<file path="src/sv/sps_pkg.sv">
`default_nettype none
package sps_pkg;

	// Width of the tracked position and of the remaining step count.
	localparam int POS_BITS = 23;
	// Signed working width for the destination bounds check.
	localparam int DEST_BITS = ((POS_BITS > 24) ? POS_BITS : 24) + 2;

	localparam int CFG_IDX_BITS = 3;
	localparam int CFG_DATA_BITS = 32;

	// Floor reciprocal of 10 in 16 fractional bits; quotient is low by at most one.
	localparam logic [12:0] RECIP_10 = 13'd6553;

	typedef enum logic [CFG_IDX_BITS-1:0] {
		REG_STEPS_PER_REV = 3'd0,
		REG_WIRE_MODE     = 3'd1,
		REG_REVERSE_DIR   = 3'd2,
		REG_STEP_INTERVAL = 3'd3,
		REG_MAX_POSITION  = 3'd4
	} cfg_reg_t;

	typedef enum logic [1:0] {
		KIND_TICK     = 2'd0,
		KIND_RELATIVE = 2'd1,
		KIND_ABSOLUTE = 2'd2,
		KIND_HOME     = 2'd3
	} req_kind_t;

	typedef enum logic [1:0] {
		MODE_TWO_WIRE  = 2'd0,
		MODE_FOUR_WIRE = 2'd1,
		MODE_FIVE_WIRE = 2'd2,
		MODE_UNUSED    = 2'd3
	} wire_mode_t;

	function automatic logic [4:0] two_wire_pattern(input logic [1:0] ph);
		logic [4:0] p;
		case (ph)
			2'd0: p = 5'd2;
			2'd1: p = 5'd3;
			2'd2: p = 5'd1;
			default: p = 5'd0;
		endcase
		return p;
	endfunction

	function automatic logic [4:0] four_wire_pattern(input logic [1:0] ph);
		logic [4:0] p;
		case (ph)
			2'd0: p = 5'd5;
			2'd1: p = 5'd6;
			2'd2: p = 5'd10;
			default: p = 5'd9;
		endcase
		return p;
	endfunction

	function automatic logic [4:0] five_wire_pattern(input logic [3:0] ph);
		logic [4:0] p;
		case (ph)
			4'd0: p = 5'd22;
			4'd1: p = 5'd18;
			4'd2: p = 5'd26;
			4'd3: p = 5'd10;
			4'd4: p = 5'd11;
			4'd5: p = 5'd9;
			4'd6: p = 5'd13;
			4'd7: p = 5'd5;
			4'd8: p = 5'd21;
			4'd9: p = 5'd20;
			default: p = 5'd0;
		endcase
		return p;
	endfunction

endpackage
`default_nettype wire

</file>
<file path="src/sv/stepper_phase_sequencer.sv">
`default_nettype none
// Channel   | Handshake                  | Payload
// ----------+----------------------------+-----------------------------------------------
// request   | in_valid / in_stall        | kind, move_steps, target_position,
//           |                            | end_stop_level
// result    | out_valid / out_stall      | coil_lines, busy_res, accepted, rejected,
//           |                            | position
// config    | cfg_valid / cfg_ready      | cfg_index, cfg_data
//
// One request per cycle sustained while out_stall stays low; each request passes the input
// register, then the result register, on its way to the outputs. The step/command
// update of the motor state is a combinational path between those two registers.
// Reset (arst_n low) clears all motor state and loads the register defaults.
// out_stall holds the result register; the input register then fills and in_stall
// rises, so no request is lost. cfg_ready is always high.
module stepper_phase_sequencer
	import sps_pkg::*;
(
	input  wire logic                     clk,
	input  wire logic                     arst_n,

	input  wire logic                     in_valid,
	output      logic                     in_stall,
	input  wire logic [1:0]               kind,
	input  wire logic [23:0]              move_steps,
	input  wire logic [22:0]              target_position,
	input  wire logic [11:0]              end_stop_level,

	output      logic                     out_valid,
	input  wire logic                     out_stall,
	output      logic [4:0]               coil_lines,
	output      logic                     busy_res,
	output      logic                     accepted,
	output      logic                     rejected,
	output      logic [POS_BITS-1:0]      position,

	input  wire logic                     cfg_valid,
	output      logic                     cfg_ready,
	input  wire logic [CFG_IDX_BITS-1:0]  cfg_index,
	input  wire logic [CFG_DATA_BITS-1:0] cfg_data
);

	// Configuration registers
	logic [15:0]         steps_per_rev_q;
	logic [1:0]          wire_mode_q;
	logic                reverse_dir_q;
	logic [31:0]         step_interval_q;
	logic [22:0]         max_position_q;

	// Motor state
	logic [15:0]         step_index_q,   step_index_d;
	logic [3:0]          phase10_q,      phase10_d;   // step_index mod 10
	logic                dir_forward_q,  dir_forward_d;
	logic [31:0]         since_step_q,   since_step_d;
	logic [POS_BITS-1:0] pos_q,          pos_d;
	logic [POS_BITS-1:0] remaining_q,    remaining_d;
	logic                moving_q,       moving_d;
	logic                homing_q,       homing_d;
	logic [4:0]          coil_q,         coil_d;
	logic                acc_d, rej_d;

	// Input register
	logic                valid_s1;
	logic [1:0]          kind_s1;
	logic [23:0]         move_steps_s1;
	logic [22:0]         target_s1;
	logic [11:0]         stop_s1;

	// Result register
	logic                valid_s2;
	logic [4:0]          coil_s2;
	logic                busy_s2;
	logic                acc_s2;
	logic                rej_s2;
	logic [POS_BITS-1:0] pos_s2;

	logic out_free;
	logic adv;

	assign cfg_ready = 1'b1;

	// Hold the result while the consumer stalls; let stage 1 drain into a free slot.
	assign out_free = !valid_s2 || !out_stall;
	assign adv      = valid_s1 && out_free;
	assign in_stall = valid_s1 && !out_free;

	always_ff @(posedge clk or negedge arst_n) begin
		if (!arst_n) begin
			steps_per_rev_q <= 16'd200;
			wire_mode_q     <= MODE_FOUR_WIRE;
			reverse_dir_q   <= 1'b0;
			step_interval_q <= 32'd1000;
			max_position_q  <= '1;
		end else if (cfg_valid && cfg_ready) begin
			case (cfg_index)
				REG_STEPS_PER_REV: steps_per_rev_q <= cfg_data[15:0];
				REG_WIRE_MODE:     wire_mode_q     <= cfg_data[1:0];
				REG_REVERSE_DIR:   reverse_dir_q   <= cfg_data[0];
				REG_STEP_INTERVAL: step_interval_q <= cfg_data;
				REG_MAX_POSITION:  max_position_q  <= cfg_data[22:0];
				default: ;
			endcase
		end
	end

	// ---------------------------------------------------------------------------
	// Derived limits (depend on configuration only)
	// ---------------------------------------------------------------------------
	logic [31:0]         mask32;
	logic [31:0]         maxpos32;
	logic [31:0]         lim32;
	logic [POS_BITS-1:0] lim;

	assign mask32   = 32'((64'd1 << POS_BITS) - 64'd1);
	assign maxpos32 = 32'(max_position_q);
	assign lim32    = (maxpos32 < mask32) ? maxpos32 : mask32;
	assign lim      = lim32[POS_BITS-1:0];

	// Phase of the index reached when stepping back from zero: (steps_per_rev-1) mod 10.
	logic [15:0] wrap_idx;
	logic [28:0] wrap_prod;
	logic [12:0] wrap_quot;
	logic [15:0] wrap_rem_full;
	logic [4:0]  wrap_rem;
	logic [3:0]  wrap_phase10;

	assign wrap_idx      = steps_per_rev_q - 16'd1;
	assign wrap_prod     = 29'(wrap_idx) * 29'(RECIP_10);
	assign wrap_quot     = wrap_prod[28:16];
	assign wrap_rem_full = wrap_idx - 16'(wrap_quot) * 16'd10;
	assign wrap_rem      = wrap_rem_full[4:0];
	assign wrap_phase10  = (wrap_rem >= 5'd10) ? 4'(wrap_rem - 5'd10) : wrap_rem[3:0];

	// ---------------------------------------------------------------------------
	// One step of the phase sequence
	// ---------------------------------------------------------------------------
	logic [15:0] idx_up;
	logic [15:0] step_idx_next;
	logic [3:0]  step_ph10_next;
	logic [4:0]  step_coil_next;

	assign idx_up = step_index_q + 16'd1;

	always_comb begin
		if (dir_forward_q) begin
			if (idx_up == steps_per_rev_q || idx_up == 16'd0) begin
				step_idx_next  = '0;
				step_ph10_next = '0;
			end else begin
				step_idx_next  = idx_up;
				step_ph10_next = (phase10_q == 4'd9) ? 4'd0 : phase10_q + 4'd1;
			end
		end else begin
			if (step_index_q == 16'd0) begin
				step_idx_next  = wrap_idx;
				step_ph10_next = wrap_phase10;
			end else begin
				step_idx_next  = step_index_q - 16'd1;
				step_ph10_next = (phase10_q == 4'd0) ? 4'd9 : phase10_q - 4'd1;
			end
		end
		case (wire_mode_q)
			MODE_TWO_WIRE:  step_coil_next = two_wire_pattern(step_idx_next[1:0]);
			MODE_FOUR_WIRE: step_coil_next = four_wire_pattern(step_idx_next[1:0]);
			MODE_FIVE_WIRE: step_coil_next = five_wire_pattern(step_ph10_next);
			default:        step_coil_next = coil_q;
		endcase
	end

	// ---------------------------------------------------------------------------
	// Move bounds check
	// ---------------------------------------------------------------------------
	logic [DEST_BITS-1:0] pos_ext;
	logic [DEST_BITS-1:0] dest;
	logic [DEST_BITS-1:0] delta;
	logic [DEST_BITS-1:0] delta_mag;
	logic                 dest_bad;
	logic                 delta_neg;
	logic                 delta_zero;

	assign pos_ext = DEST_BITS'(pos_q);

	always_comb begin
		if (kind_s1 == KIND_RELATIVE)
			dest = pos_ext + {{(DEST_BITS-24){move_steps_s1[23]}}, move_steps_s1};
		else
			dest = DEST_BITS'(target_s1);
	end

	assign delta      = dest - pos_ext;
	assign delta_neg  = delta[DEST_BITS-1];
	assign delta_zero = (delta == '0);
	assign delta_mag  = delta_neg ? (~delta + DEST_BITS'(1)) : delta;
	assign dest_bad   = dest[DEST_BITS-1] || (dest > DEST_BITS'(lim));

	// ---------------------------------------------------------------------------
	// State update for the request in stage 1
	// ---------------------------------------------------------------------------
	logic        busy;
	logic [31:0] since_inc;

	assign busy      = moving_q || homing_q;
	assign since_inc = (&since_step_q) ? since_step_q : since_step_q + 32'd1;

	always_comb begin
		step_index_d  = step_index_q;
		phase10_d     = phase10_q;
		dir_forward_d = dir_forward_q;
		since_step_d  = since_step_q;
		pos_d         = pos_q;
		remaining_d   = remaining_q;
		moving_d      = moving_q;
		homing_d      = homing_q;
		coil_d        = coil_q;
		acc_d         = 1'b0;
		rej_d         = 1'b0;

		if (kind_s1 == KIND_TICK) begin
			since_step_d = since_inc;
			if (homing_q && stop_s1 == 12'd0) begin
				// End-stop reached: finish homing before any step.
				homing_d = 1'b0;
				pos_d    = '0;
			end else if (busy && since_inc >= step_interval_q) begin
				since_step_d = '0;
				step_index_d = step_idx_next;
				phase10_d    = step_ph10_next;
				coil_d       = step_coil_next;
				if (homing_q) begin
					if (pos_q != '0)
						pos_d = pos_q - POS_BITS'(1);
				end else begin
					remaining_d = remaining_q - POS_BITS'(1);
					if (remaining_q == POS_BITS'(1))
						moving_d = 1'b0;
				end
			end
		end else if (busy) begin
			rej_d = 1'b1;
		end else if (kind_s1 == KIND_RELATIVE || kind_s1 == KIND_ABSOLUTE) begin
			if (dest_bad) begin
				rej_d = 1'b1;
			end else begin
				acc_d       = 1'b1;
				pos_d       = dest[POS_BITS-1:0];
				remaining_d = delta_mag[POS_BITS-1:0];
				moving_d    = !delta_zero;
				if (!delta_zero)
					dir_forward_d = delta_neg ^ !reverse_dir_q;
			end
		end else begin
			acc_d = 1'b1;
			if (stop_s1 == 12'd0) begin
				pos_d = '0;
			end else begin
				pos_d         = lim;
				dir_forward_d = reverse_dir_q;
				homing_d      = 1'b1;
			end
		end
	end

	// ---------------------------------------------------------------------------
	// Registers
	// ---------------------------------------------------------------------------
	always_ff @(posedge clk or negedge arst_n) begin
		if (!arst_n) begin
			step_index_q  <= '0;
			phase10_q     <= '0;
			dir_forward_q <= 1'b0;
			since_step_q  <= '0;
			pos_q         <= '0;
			remaining_q   <= '0;
			moving_q      <= 1'b0;
			homing_q      <= 1'b0;
			coil_q        <= '0;
		end else if (adv) begin
			step_index_q  <= step_index_d;
			phase10_q     <= phase10_d;
			dir_forward_q <= dir_forward_d;
			since_step_q  <= since_step_d;
			pos_q         <= pos_d;
			remaining_q   <= remaining_d;
			moving_q      <= moving_d;
			homing_q      <= homing_d;
			coil_q        <= coil_d;
		end
	end

	// Input register: load whenever it is empty or draining this cycle.
	always_ff @(posedge clk or negedge arst_n) begin
		if (!arst_n)
			valid_s1 <= 1'b0;
		else if (!in_stall)
			valid_s1 <= in_valid;
	end

	always_ff @(posedge clk) begin
		if (!in_stall && in_valid) begin
			kind_s1       <= kind;
			move_steps_s1 <= move_steps;
			target_s1     <= target_position;
			stop_s1       <= end_stop_level;
		end
	end

	// Result register: advance when free, hold under out_stall.
	always_ff @(posedge clk or negedge arst_n) begin
		if (!arst_n)
			valid_s2 <= 1'b0;
		else if (out_free)
			valid_s2 <= valid_s1;
	end

	always_ff @(posedge clk) begin
		if (adv) begin
			coil_s2 <= coil_d;
			busy_s2 <= moving_d || homing_d;
			acc_s2  <= acc_d;
			rej_s2  <= rej_d;
			pos_s2  <= pos_d;
		end
	end

	assign out_valid  = valid_s2;
	assign coil_lines = coil_s2;
	assign busy_res   = busy_s2;
	assign accepted   = acc_s2;
	assign rejected   = rej_s2;
	assign position   = pos_s2;

endmodule
`default_nettype wire

</file>
<file path="config.mk">
export PLATFORM = sky130hd
export DESIGN_NAME = stepper_phase_sequencer
export DESIGN_NICKNAME = d
export VERILOG_FILES = /design/src/sv/sps_pkg.sv /design/src/sv/stepper_phase_sequencer.sv
export SDC_FILE = /design/constraint.sdc
export NUM_CORES = 1
export LEC_CHECK = 0
export BUFFER_PORTS_ARGS = -buffer_cell sky130_fd_sc_hd__clkbuf_2
export CORE_MARGIN = 8
export CORE_UTILIZATION = 63
export CTS_CLUSTER_DIAMETER = 30
export DETAILED_ROUTE_END_ITERATION = 8
export PLACE_DENSITY = 0.8
export SLEW_MARGIN = 20
export SYNTH_ARGS = -nofsm -noshare
export SYNTH_HDL_FRONTEND = slang
export SYNTH_SLANG_ARGS = --single-unit
</file>
<file path="constraint.sdc">
create_clock -name clk -period 9.4 [get_ports clk]
set_input_delay 1.88 -clock clk [delete_from_list [all_inputs] [get_ports clk]]
set_output_delay 1.88 -clock clk [all_outputs]
set_load 0.01 [all_outputs]
</file>
======== Word level (Yosys, flattened, before mapping) ========
Memory sizes are Yosys's and may differ from the RTL's.
Index checks and enable logic that the tools add are counted.
operators by class
  add/subtract/negate cells ............... 13
  $mul .................................... 2
  $lt $le $gt $ge ......................... 4
  equality and inequality tests ........... 21
  multiplexer cells ....................... 59
  bitwise logic cells ..................... 5
  reductions and logical operators ........ 39
operator list
  operator                number
  $mux 23                 18
  $mux 32                 3
  $mux 16                 3
  $sub 23x1->23 const B   2
  $add 32x1->32 const B   1
  $ge 32x32->1            1
  $logic_not 16->1        2
  $reduce_and 32->1       1
  $sub 16x1->16 const B   2
  $mul 16x13->29 const B  1
  $gt 26x23->1            1
  $logic_not 26->1        1
  $mux 26                 1
  $sub 26x23->26          1
  $add 24x24->25          1
  $mux 4                  6
  $add 23x1->23 const B   1
  $eq 23x1->1 const B     1
  $lt 23x23->1 const B    1
  $not 23->23             1
  $reduce_bool 23->1      1
  $mux 1                  22
  $add 16x1->16 const B   1
  $eq 16x16->1            1
  other kinds (33)        69
word-level totals
  bits in registers ....................... 274
  ROM bits ................................ 80
  logic and storage cells ................. 169
  memories ................................ 1
memories
  memory            depth  bits a word  read ports  clocked after Yosys merged registers in  write ports  RTL line       RTL
  (name not given)  16     5            1           0                                        0            sps_pkg.sv:61  case (ph)

======== Longest topological paths before layout ========
Gate-level depths: netlist of the first run.
An unclocked memory read counts as a cell.
  depth in word-level cells ............... 13
  mapped depth ............................ 36

======== Least setup slack after synthesis of the first run ========
Ideal clock, no wire load.
  path type ............................... flip-flop to flip-flop
  start point ............................. reg steps_per_rev_q[0]
  end point ............................... reg coil_s2[1] (netlist: coil_lines[1]) (data pin)
  setup time .............................. 0.264 ns
  arrival ................................. 8.011 ns
  required time ........................... 9.136 ns
  setup slack ............................. 1.125 ns
  stages on the path, launching flop included .. 36
  buffers on the path ..................... 1
  cell sequence ........................... dfrtp_1 buf_2 inv_1 ha_1 nand2_1 xnor2_1 ha_1 inv_1 fa_1 inv_1 fa_1 fa_1 inv_1 fa_1 inv_1 ha_1 a2111oi_0 o31ai_1 a21oi_1 o21bai_1 a21oi_1 xnor2_1 ha_1 inv_1 ha_1 a21oi_1 xnor2_1 xnor2_2 xnor3_1 xor2_1 or3_1 a31o_1 nand2_2 a21boi_1 a221o_1 o41a_1
between the ends
  longest elaborated chain between the ends .. 13
ends and longest elaborated chain
  element                                    RTL line                        RTL
  start, declared                            stepper_phase_sequencer.sv:44   logic [15:0] steps_per_rev_q;
  start signal, assigned                     stepper_phase_sequencer.sv:96   REG_STEPS_PER_REV: steps_per_rev_q <= cfg_data[15:0];
  $sub 16x1->16                              stepper_phase_sequencer.sv:127  assign wrap_idx = steps_per_rev_q - 16'd1;
  $mul 16x13->29                             stepper_phase_sequencer.sv:128  assign wrap_prod = 29'(wrap_idx) * 29'(RECIP_10);
  $mul 13x3->4                               stepper_phase_sequencer.sv:130  assign wrap_rem_full = wrap_idx - 16'(wrap_quot) * 16'd10;
  $sub 5x5->5                                stepper_phase_sequencer.sv:130
  $sub 4x4->4 or $ge 5x4->1 (tied branches)  stepper_phase_sequencer.sv:132  assign wrap_phase10 = (wrap_rem >= 5'd10) ? 4'(wrap_rem - 5'd10) : wrap_rem[3:0];
  $mux 4                                     stepper_phase_sequencer.sv:132
  $mux 4                                     stepper_phase_sequencer.sv:154  if (step_index_q == 16'd0) begin
  $mux 4                                     stepper_phase_sequencer.sv:145  if (dir_forward_q) begin
  $mem_v2 16x5                               --
  $pmux 5 s3 *                               stepper_phase_sequencer.sv:162  case (wire_mode_q)
  $mux 5 *                                   stepper_phase_sequencer.sv:224  end else if (busy && since_inc >= step_interval_q) begin
  $mux 5 *                                   stepper_phase_sequencer.sv:220  if (homing_q && stop_s1 == 12'd0) begin
  $mux 5 *                                   stepper_phase_sequencer.sv:218  if (kind_s1 == KIND_TICK) begin
  net coil_d[1]                              stepper_phase_sequencer.sv:59   logic [4:0] coil_q, coil_d;
  end signal, assigned                       stepper_phase_sequencer.sv:317  coil_s2 <= coil_d;
  end, declared                              stepper_phase_sequencer.sv:71   logic [4:0] coil_s2;
The timed path passes the listed nets; every way through them passes the cells marked *.
A chain may end at the register's enable or synchronous reset.

======== Worst setup path in the final report of the first run ========
Ends and elaborated chain as after synthesis.

==> impl_metrics.prom, run 1 <==
# TYPE chip_impl_metric gauge
chip_impl_info{name="run_status",value="finished, final reports clean"} 1
chip_impl_info{name="cell_types_with_the_highest_counts_after_synthesis",value="sky130_fd_sc_hd__inv_1 (247), sky130_fd_sc_hd__nand2_1 (218), sky130_fd_sc_hd__o21ai_0 (204)"} 1
chip_impl_metric{name="first_pass_grt_wire_length",unit="um"} 106000
chip_impl_metric{name="initialDrtViolationCount",unit=""} 2323
chip_impl_metric{name="timing.reg2reg.setup_slack",unit="ns"} 0.55
chip_impl_info{name="min-delay-path-class",value="reg2reg"} 1
chip_impl_metric{name="syn_avg_cell_area",unit="sq um"} 8.97
chip_impl_metric{name="netlist_area",unit="sq um"} 21800
chip_impl_metric{name="max_cap_violations",unit=""} 0
chip_impl_metric{name="finalCritPeriodShare",unit="%"} 94.1
chip_impl_info{name="timing.critical_path.to_type",value="flop"} 1
chip_impl_metric{name="dpl.cell_count",unit=""} 2948
chip_impl_metric{name="cts_sinks",unit=""} 274
chip_impl_metric{name="grt_util_all_layers",unit="%"} 32.3
chip_impl_metric{name="syn_nets",unit=""} 2762
chip_impl_metric{name="hold_violations",unit=""} 0
chip_impl_metric{name="yosys_warnings",unit=""} 0
chip_impl_metric{name="synthesis.instances",unit=""} 2436
chip_impl_info{name="tritoncts",value="done"} 1
chip_impl_metric{name="num_antenna_cells",unit=""} 0
chip_impl_info{name="r2r_end",value="coil_lines[1]"} 1
chip_impl_metric{name="maximum_number_of_pins_on_one_net_before_global_route_repair",unit=""} 107
chip_impl_metric{name="drtAntennaViolNets",unit=""} 0
chip_impl_metric{name="htree_num_levels",unit=""} 3
chip_impl_info{name="setup_repair_after_global_routing_missed_its_margin",value="false"} 1
chip_impl_metric{name="netlist-cell-type-count",unit=""} 102
chip_impl_metric{name="crit_fanout",unit=""} 9
chip_impl_metric{name="regArea",unit="sq um"} 7360
chip_impl_metric{name="fillers",unit=""} 2508
chip_impl_metric{name="initial_core_util",unit="%"} 63.5
chip_impl_metric{name="tritoncts.num_buffers",unit=""} 70
chip_impl_info{name="post-synth-top-area-cell",value="sky130_fd_sc_hd__dfrtp_1"} 1
chip_impl_metric{name="finalSetupViolations",unit=""} 0
chip_impl_metric{name="cp_slowest_stage_delay",unit="ns"} 0.54
chip_impl_metric{name="grt_antenna_before_repair",unit=""} 0
chip_impl_metric{name="worst_slew_pin_slew",unit="ns"} 1.10
chip_impl_info{name="synth.most_common_cell",value="sky130_fd_sc_hd__inv_1"} 1
chip_impl_metric{name="first_global_vias",unit=""} 19423
chip_impl_metric{name="dr.pass1.iters",unit=""} 9
chip_impl_metric{name="cts_hold_buf",unit=""} 0
chip_impl_metric{name="postSynthRegisterBits",unit=""} 274
chip_impl_metric{name="worstHoldPathCells",unit=""} 1
chip_impl_metric{name="holdWs",unit="ns"} 0.487
chip_impl_metric{name="clock_insertion_delay_worst_skew",unit="ns"} 0.60
chip_impl_metric{name="clock-skew-final",unit="ns"} 0.0291
chip_impl_metric{name="setup_tns",unit="ns"} 0
chip_impl_metric{name="finalCriticalPeriod",unit="ns"} 8.85
chip_impl_metric{name="synth_enable_flop_cells",unit=""} 92
chip_impl_metric{name="dpl_cell_area",unit="sq um"} 22900
chip_impl_metric{name="achievable-frequency",unit="GHz"} 0.113
chip_impl_metric{name="postRouteWirelength",unit="um"} 67700
chip_impl_metric{name="async_reset_ff_share",unit="%"} 66.4
chip_impl_info{name="worstHoldStart",value="reverse_dir_q"} 1
chip_impl_metric{name="multi_input_area",unit="sq um"} 13200
chip_impl_info{name="worst_path_most_repeated_cell",value="sky130_fd_sc_hd__inv_1"} 1
chip_impl_metric{name="placement.io_buffers",unit=""} 133
chip_impl_metric{name="fp.dieH",unit="um"} 202
chip_impl_metric{name="worst_ep_arrival_time",unit="ns"} 9.19
chip_impl_metric{name="post_route_insts_no_fill",unit=""} 3082
chip_impl_metric{name="layout.nets",unit=""} 2895
chip_impl_info{name="yosys-top-cells-area",value="sky130_fd_sc_hd__dfrtp_1 (17%), sky130_fd_sc_hd__edfxtp_1 (13%), sky130_fd_sc_hd__ha_1 (10%)"} 1
chip_impl_metric{name="core_region_area",unit="sq um"} 34400
chip_impl_metric{name="cts-root-to-sink-buffers",unit=""} 3
chip_impl_metric{name="post_detail_place_hpwl",unit="um"} 48700
chip_impl_metric{name="core.rowCount",unit=""} 68
chip_impl_info{name="synth_ff_type",value="sky130_fd_sc_hd__dfrtp_1"} 1
chip_impl_metric{name="finalMaxSlewViolations",unit=""} 0
chip_impl_info{name="crit_type",value="reg2reg"} 1
chip_impl_metric{name="die_area",unit="sq um"} 40900
chip_impl_metric{name="io_pins",unit=""} 135
chip_impl_metric{name="place_congestion",unit=""} 0.964
chip_impl_info{name="crit-reg2reg-launch",value="steps_per_rev_q[0]"} 1
chip_impl_metric{name="avgRoutedWirePerCell",unit="um"} 22.0
chip_impl_metric{name="routed_via_density",unit=""} 6.41
chip_impl_info{name="holdPathEnd",value="dir_forward_q"} 1
chip_impl_info{name="path_delay_family",value="adder cells"} 1
chip_impl_info{name="clockRootBuffer",value="sky130_fd_sc_hd__clkbuf_16"} 1
chip_impl_metric{name="worstPathRequired",unit="ns"} 9.74
chip_impl_metric{name="clk_slew_on_worst_s_h_paths",unit="ns"} 0.05
chip_impl_metric{name="area_growth_syn_to_layout",unit="%"} 16.7
chip_impl_metric{name="die_extent_in_x",unit="um"} 202
chip_impl_metric{name="layout-drive-gt1-share",unit="%"} 16.9
chip_impl_metric{name="number_of_vias_after_detailed_routing",unit=""} 19748
chip_impl_metric{name="timing.slew.headroom",unit="%"} 26.2
chip_impl_metric{name="fraction_of_post_synthesis_cell_area_in_the_top_cell_type_by_area",unit="%"} 17.1
chip_impl_metric{name="finalInstanceArea",unit="sq um"} 25500
chip_impl_metric{name="grt_overflow_total",unit=""} 0
chip_impl_metric{name="drt_drc_violations_left",unit=""} 0
chip_impl_info{name="worst_setup_path_start_kind",value="flop"} 1
chip_impl_metric{name="cp_num_buf_inv",unit=""} 7
chip_impl_metric{name="synth_seq_area_share",unit="%"} 33.7
chip_impl_info{name="cp_max_delay_cell",value="sky130_fd_sc_hd__fa_1"} 1
chip_impl_metric{name="timing.reg2reg.worst_path_depth",unit=""} 35
[kinds of logic (layout without fill, tap and decap cells)]
| family | after synthesis | after routing | share of synthesized area [%] |
|---|---|---|---|
| DFF | 274 | 274 | 33.7 |
| adders and majority gates | 225 | 225 | 14.5 |
| buffers and inverters | 353 | 544 | 6.20 |
| xor gates and xnor gates | 169 | 169 | 7.01 |
| AOI/OAI and AO/OA | 610 | 610 | 18.2 |
| and+or+nand+nor | 713 | 713 | 15.7 |
| muxes | 91 | 91 | 4.64 |
| other | 1 | 1 | 0.0172 |
[what timing repair did]
action,CTS,global route
setup endpoints to repair,0,4
hold endpoints to repair,0,0
buffers inserted,0,3
gates resized for setup,0,5
[layout by cell type, fill, tap and decap left out, drive strengths merged, types with 10 or more instances in the layout]
| cell type | n |
|---|---|
| nor3 | 69 |
| a22oi | 22 |
| a21o | 52 |
| and3 | 26 |
| or2 | 13 |
| clkinv | 17 |
| dfrtp | 149 |
| fa | 47 |
| ha | 178 |
| nand4 | 28 |
| a211oi | 10 |
| nand2 | 219 |
| nor2 | 154 |
| dfstp | 33 |
| nor4 | 28 |
| and2 | 11 |
| nor2b | 13 |
| mux2 | 76 |
| edfxtp | 92 |
| a31oi | 21 |
| o32ai | 11 |
| o31ai | 24 |
| inv | 254 |
| xnor2 | 106 |
| o21a | 12 |
| buf | 33 |
| nand2b | 18 |
| o21ai | 205 |
| o21bai | 13 |
| clkbuf | 223 |
| a22o | 18 |
| bufinv | 10 |
| or3 | 21 |
| o221ai | 12 |
| mux2i | 15 |
| o211ai | 14 |
| xor2 | 61 |
| a21oi | 112 |
| nand3 | 86 |
[flip-flops by register name, indices dropped and copies added, names as in the netlist, 2 cells and up]
register         flops
steps_per_rev_q     16
position            23
target_s1           23
step_interval_q     32
coil_q               5
stop_s1             12
kind_s1              2
since_step_q        32
remaining_q         23
step_index_q        16
max_position_q      23
phase10_q            4
coil_lines           5
wire_mode_q          2
pos_q               23
move_steps_s1       24
[through the flow]
stage | util [%] | setup WS (ns)
after detailed placement | 66.6 | 0.430
after CTS | 74.0 | 0.323
after global routing | 74.2 | 0.0701
final | 74.2 | 0.554
after global placement | 66.6 | 0.750
after floorplan | - | 1.13
[routing by layer]
metal | GRT usage (%) | share of wire (%) | vias to the layer above
met4 | 14.2 | 4.2 | 0
met3 | 6.71 | 9.9 | 213
li1 | - | - | 8982
met2 | 49.4 | 44 | 1096
met5 | 0 | 0 | -
met1 | 43.8 | 42 | 9457
[worst max path at each step]
stage	slack, ns	start	endpoint	cells past startpoint
2_1_floorplan	1.13	steps_per_rev_q[0]	coil_lines[1]	35
3_3_place_gp	0.75	steps_per_rev_q[0]	coil_lines[2]	34
3_5_place_dp	0.43	steps_per_rev_q[0]	coil_lines[2]	33
4_1_cts	0.32	steps_per_rev_q[0]	coil_lines[2]	33
5_1_grt	0.07	steps_per_rev_q[0]	coil_lines[1]	35
6_report	0.55	steps_per_rev_q[0]	coil_lines[1]	35
[layout make-up]
| type | count | area share (%) |
|---|---|---|
| Sequential cell | 274 | 28.9 |
| Clock inverter | 40 | 2.13 |
| Tap cell | 455 | 2.23 |
| Clock buffer | 90 | 7.72 |
| Inverter | 248 | 3.65 |
| Multi-Input combinational cell | 1809 | 51.7 |
| Timing Repair Buffer | 166 | 3.70 |
Power of run 1 is left out: the tool's default activity adds up to more than one toggle a clock period on the data nets, which glitch-free logic cannot reach.
==> inputs of run 2 (changes only) <==
REMOVE_ABC_BUFFERS = 1   (was default)
==> run 2 against run 1 <==
Effect of this change:
- critical path depth decreased by 1
- sequential cell count unchanged
- critical endpoint unchanged
- die area unchanged
- largest cell class unchanged
- critical path type unchanged
- via count decreased by 2.0%
- non-clock buffer count decreased by 3
- register-to-register slack got worse by 0.04 ns
==> impl_metrics.prom, run 2 (synthesis gave the netlist of run 1 again) <==
# TYPE chip_impl_metric gauge
chip_impl_metric{name="finalMaxSlewViolations",unit=""} 0
chip_impl_metric{name="post_detail_place_hpwl",unit="um"} 48000
chip_impl_metric{name="grt_util_all_layers",unit="%"} 31.0
chip_impl_metric{name="worstHoldPathCells",unit=""} 1
chip_impl_info{name="mostFrequentLayoutCell",value="sky130_fd_sc_hd__inv_1"} 1
chip_impl_metric{name="avgRoutedWirePerCell",unit="um"} 20.9
chip_impl_metric{name="io_pins",unit=""} 135
chip_impl_metric{name="setup_tns",unit="ns"} 0
chip_impl_info{name="tritoncts",value="done"} 1
chip_impl_metric{name="cp_slowest_stage_delay",unit="ns"} 0.55
chip_impl_info{name="timing.critical_path.to_type",value="flop"} 1
chip_impl_metric{name="area_growth_syn_to_layout",unit="%"} 14.5
chip_impl_info{name="worst_path_most_repeated_cell",value="sky130_fd_sc_hd__inv_1"} 1
chip_impl_metric{name="first_pass_grt_wire_length",unit="um"} 102000
chip_impl_metric{name="post-cts-setup-buffers",unit=""} 0
chip_impl_metric{name="post_cts_resize_count",unit=""} 0
chip_impl_info{name="layout_top_registers",value="since_step_q x32, step_interval_q x32, move_steps_s1 x24"} 1
chip_impl_metric{name="timing.reg2reg.setup_slack",unit="ns"} 0.51
chip_impl_metric{name="place_congestion",unit=""} 0.979
chip_impl_metric{name="die_extent_in_x",unit="um"} 202
chip_impl_info{name="run_status",value="finished, final reports clean"} 1
chip_impl_info{name="crit_type",value="reg2reg"} 1
chip_impl_metric{name="routed_via_density",unit=""} 6.32
chip_impl_metric{name="first_global_vias",unit=""} 19031
chip_impl_metric{name="finalSetupViolations",unit=""} 0
chip_impl_metric{name="max_cap_violations",unit=""} 0
chip_impl_metric{name="timing.slew.headroom",unit="%"} 28.0
chip_impl_metric{name="regArea",unit="sq um"} 7360
chip_impl_metric{name="die_area",unit="sq um"} 40900
chip_impl_metric{name="finalCritPeriodShare",unit="%"} 94.6
chip_impl_metric{name="tritoncts.num_buffers",unit=""} 60
chip_impl_metric{name="hold_violations",unit=""} 0
chip_impl_metric{name="dr.pass1.iters",unit=""} 6
chip_impl_metric{name="multi_input_area",unit="sq um"} 13200
chip_impl_info{name="cp_max_delay_cell",value="sky130_fd_sc_hd__fa_1"} 1
chip_impl_metric{name="finalCriticalPeriod",unit="ns"} 8.89
chip_impl_metric{name="cts_sinks",unit=""} 274
chip_impl_metric{name="fillers",unit=""} 2606
chip_impl_metric{name="layout.nets",unit=""} 2882
chip_impl_metric{name="maximum_number_of_pins_on_one_net_before_global_route_repair",unit=""} 69
chip_impl_metric{name="core_region_area",unit="sq um"} 34400
chip_impl_metric{name="dpl.cell_count",unit=""} 2949
chip_impl_metric{name="number_of_vias_after_detailed_routing",unit=""} 19344
chip_impl_info{name="worst_setup_path_start_kind",value="flop"} 1
chip_impl_metric{name="clk_slew_on_worst_s_h_paths",unit="ns"} 0.05
chip_impl_metric{name="achievable-frequency",unit="GHz"} 0.113
chip_impl_metric{name="clock_insertion_delay_worst_skew",unit="ns"} 0.60
chip_impl_metric{name="placement.io_buffers",unit=""} 133
chip_impl_info{name="min-delay-path-class",value="reg2reg"} 1
chip_impl_metric{name="postRouteWirelength",unit="um"} 63900
chip_impl_metric{name="drtAntennaViolNets",unit=""} 0
chip_impl_metric{name="initialDrtViolationCount",unit=""} 1874
chip_impl_metric{name="finalInstanceArea",unit="sq um"} 25000
chip_impl_info{name="setup_repair_after_global_routing_missed_its_margin",value="false"} 1
chip_impl_metric{name="clock-skew-final",unit="ns"} 0.0156
chip_impl_metric{name="core.rowCount",unit=""} 68
chip_impl_info{name="clockRootBuffer",value="sky130_fd_sc_hd__clkbuf_16"} 1
chip_impl_metric{name="cts_hold_buf",unit=""} 0
chip_impl_metric{name="worst_ep_arrival_time",unit="ns"} 9.23
chip_impl_metric{name="grt_antenna_before_repair",unit=""} 0
chip_impl_metric{name="initial_core_util",unit="%"} 63.5
chip_impl_metric{name="layout-drive-gt1-share",unit="%"} 16.3
chip_impl_metric{name="cts-root-to-sink-buffers",unit=""} 3
chip_impl_metric{name="htree_num_levels",unit=""} 2
chip_impl_metric{name="num_antenna_cells",unit=""} 0
chip_impl_metric{name="drt_drc_violations_left",unit=""} 0
chip_impl_metric{name="worst_slew_pin_slew",unit="ns"} 1.08
chip_impl_metric{name="grt_overflow_total",unit=""} 0
chip_impl_metric{name="dpl_cell_area",unit="sq um"} 22900
chip_impl_metric{name="fp.dieH",unit="um"} 202
chip_impl_metric{name="post_route_insts_no_fill",unit=""} 3061
chip_impl_metric{name="timing.reg2reg.worst_path_depth",unit=""} 34
chip_impl_metric{name="worstPathRequired",unit="ns"} 9.75
chip_impl_metric{name="crit_fanout",unit=""} 9
chip_impl_info{name="final_cell_mix",value="sky130_fd_sc_hd__inv_1 (246), sky130_fd_sc_hd__nand2_1 (218), sky130_fd_sc_hd__o21ai_0 (204)"} 1
run 2: changes by cell type in the layout (fill, tap and decap cells not counted), moves of 4 or more:
cell                        previous run  this run
sky130_fd_sc_hd__bufinv_16            10         6
sky130_fd_sc_hd__clkbuf_1              8         4
sky130_fd_sc_hd__clkbuf_16            72        60
sky130_fd_sc_hd__clkbuf_8             11         3
sky130_fd_sc_hd__clkinv_2             13         2
sky130_fd_sc_hd__clkinv_4              2        11
sky130_fd_sc_hd__inv_6                 4        11
sky130_fd_sc_hd__inv_8                 0         6
run 2: cell type report:
| class | count | share of cell area [%] |
|---|---|---|
| multi-input combinational | 1809 | 52.7 |
| clock buffer | 66 | 6.18 |
| timing repair buffer | 163 | 3.60 |
| sequential | 274 | 29.4 |
| tap | 455 | 2.28 |
| inverter | 248 | 3.72 |
| clock inverter | 46 | 2.11 |
run 2: metrics by stage:
step	utilization (%)	setup slack (ns)	hold WS [ns]
2_1_floorplan	-	1.10	0.449
5_1_grt	72.7	0.0194	0.513
3_3_place_gp	66.7	0.771	0.466
6_report	72.7	0.512	0.496
3_5_place_dp	66.7	0.412	0.482
4_1_cts	72.7	0.424	0.497
run 2: final timing paths:
| kind | startpoint | endpoint |
|---|---|---|
| max | steps_per_rev_q[2] | coil_lines[1] |
| min | coil_q[1] | coil_q[1] |
| max reg2reg | steps_per_rev_q[2] | coil_lines[1] |
| min reg2reg | coil_q[1] | coil_q[1] |
| max in group asynchronous | arst_n | step_index_q[11] |
| min in group asynchronous | arst_n | remaining_q[4] |
run 2: metal layers:
layer	up-vias	GRT usage (%)	share of wire, %
li1	8937	-	-
met1	9252	42.0	42
met2	987	47.9	45
met3	168	6.12	9.1
met4	0	13.0	4.0
met5	-	0	0
run 2: critical path: cells and delay by family (launching register included):
family                   cells  cell delay [ns]
XOR/XNOR                     6             1.16
AO/OA/AOI/OAI               10             2.17
adder cells (fa/ha/maj)      8             3.23
flip-flops                   1             0.53
buffers and inverters        6             0.43
AND/OR/NAND/NOR              4             1.11
Power of run 2 is left out for the same reason.
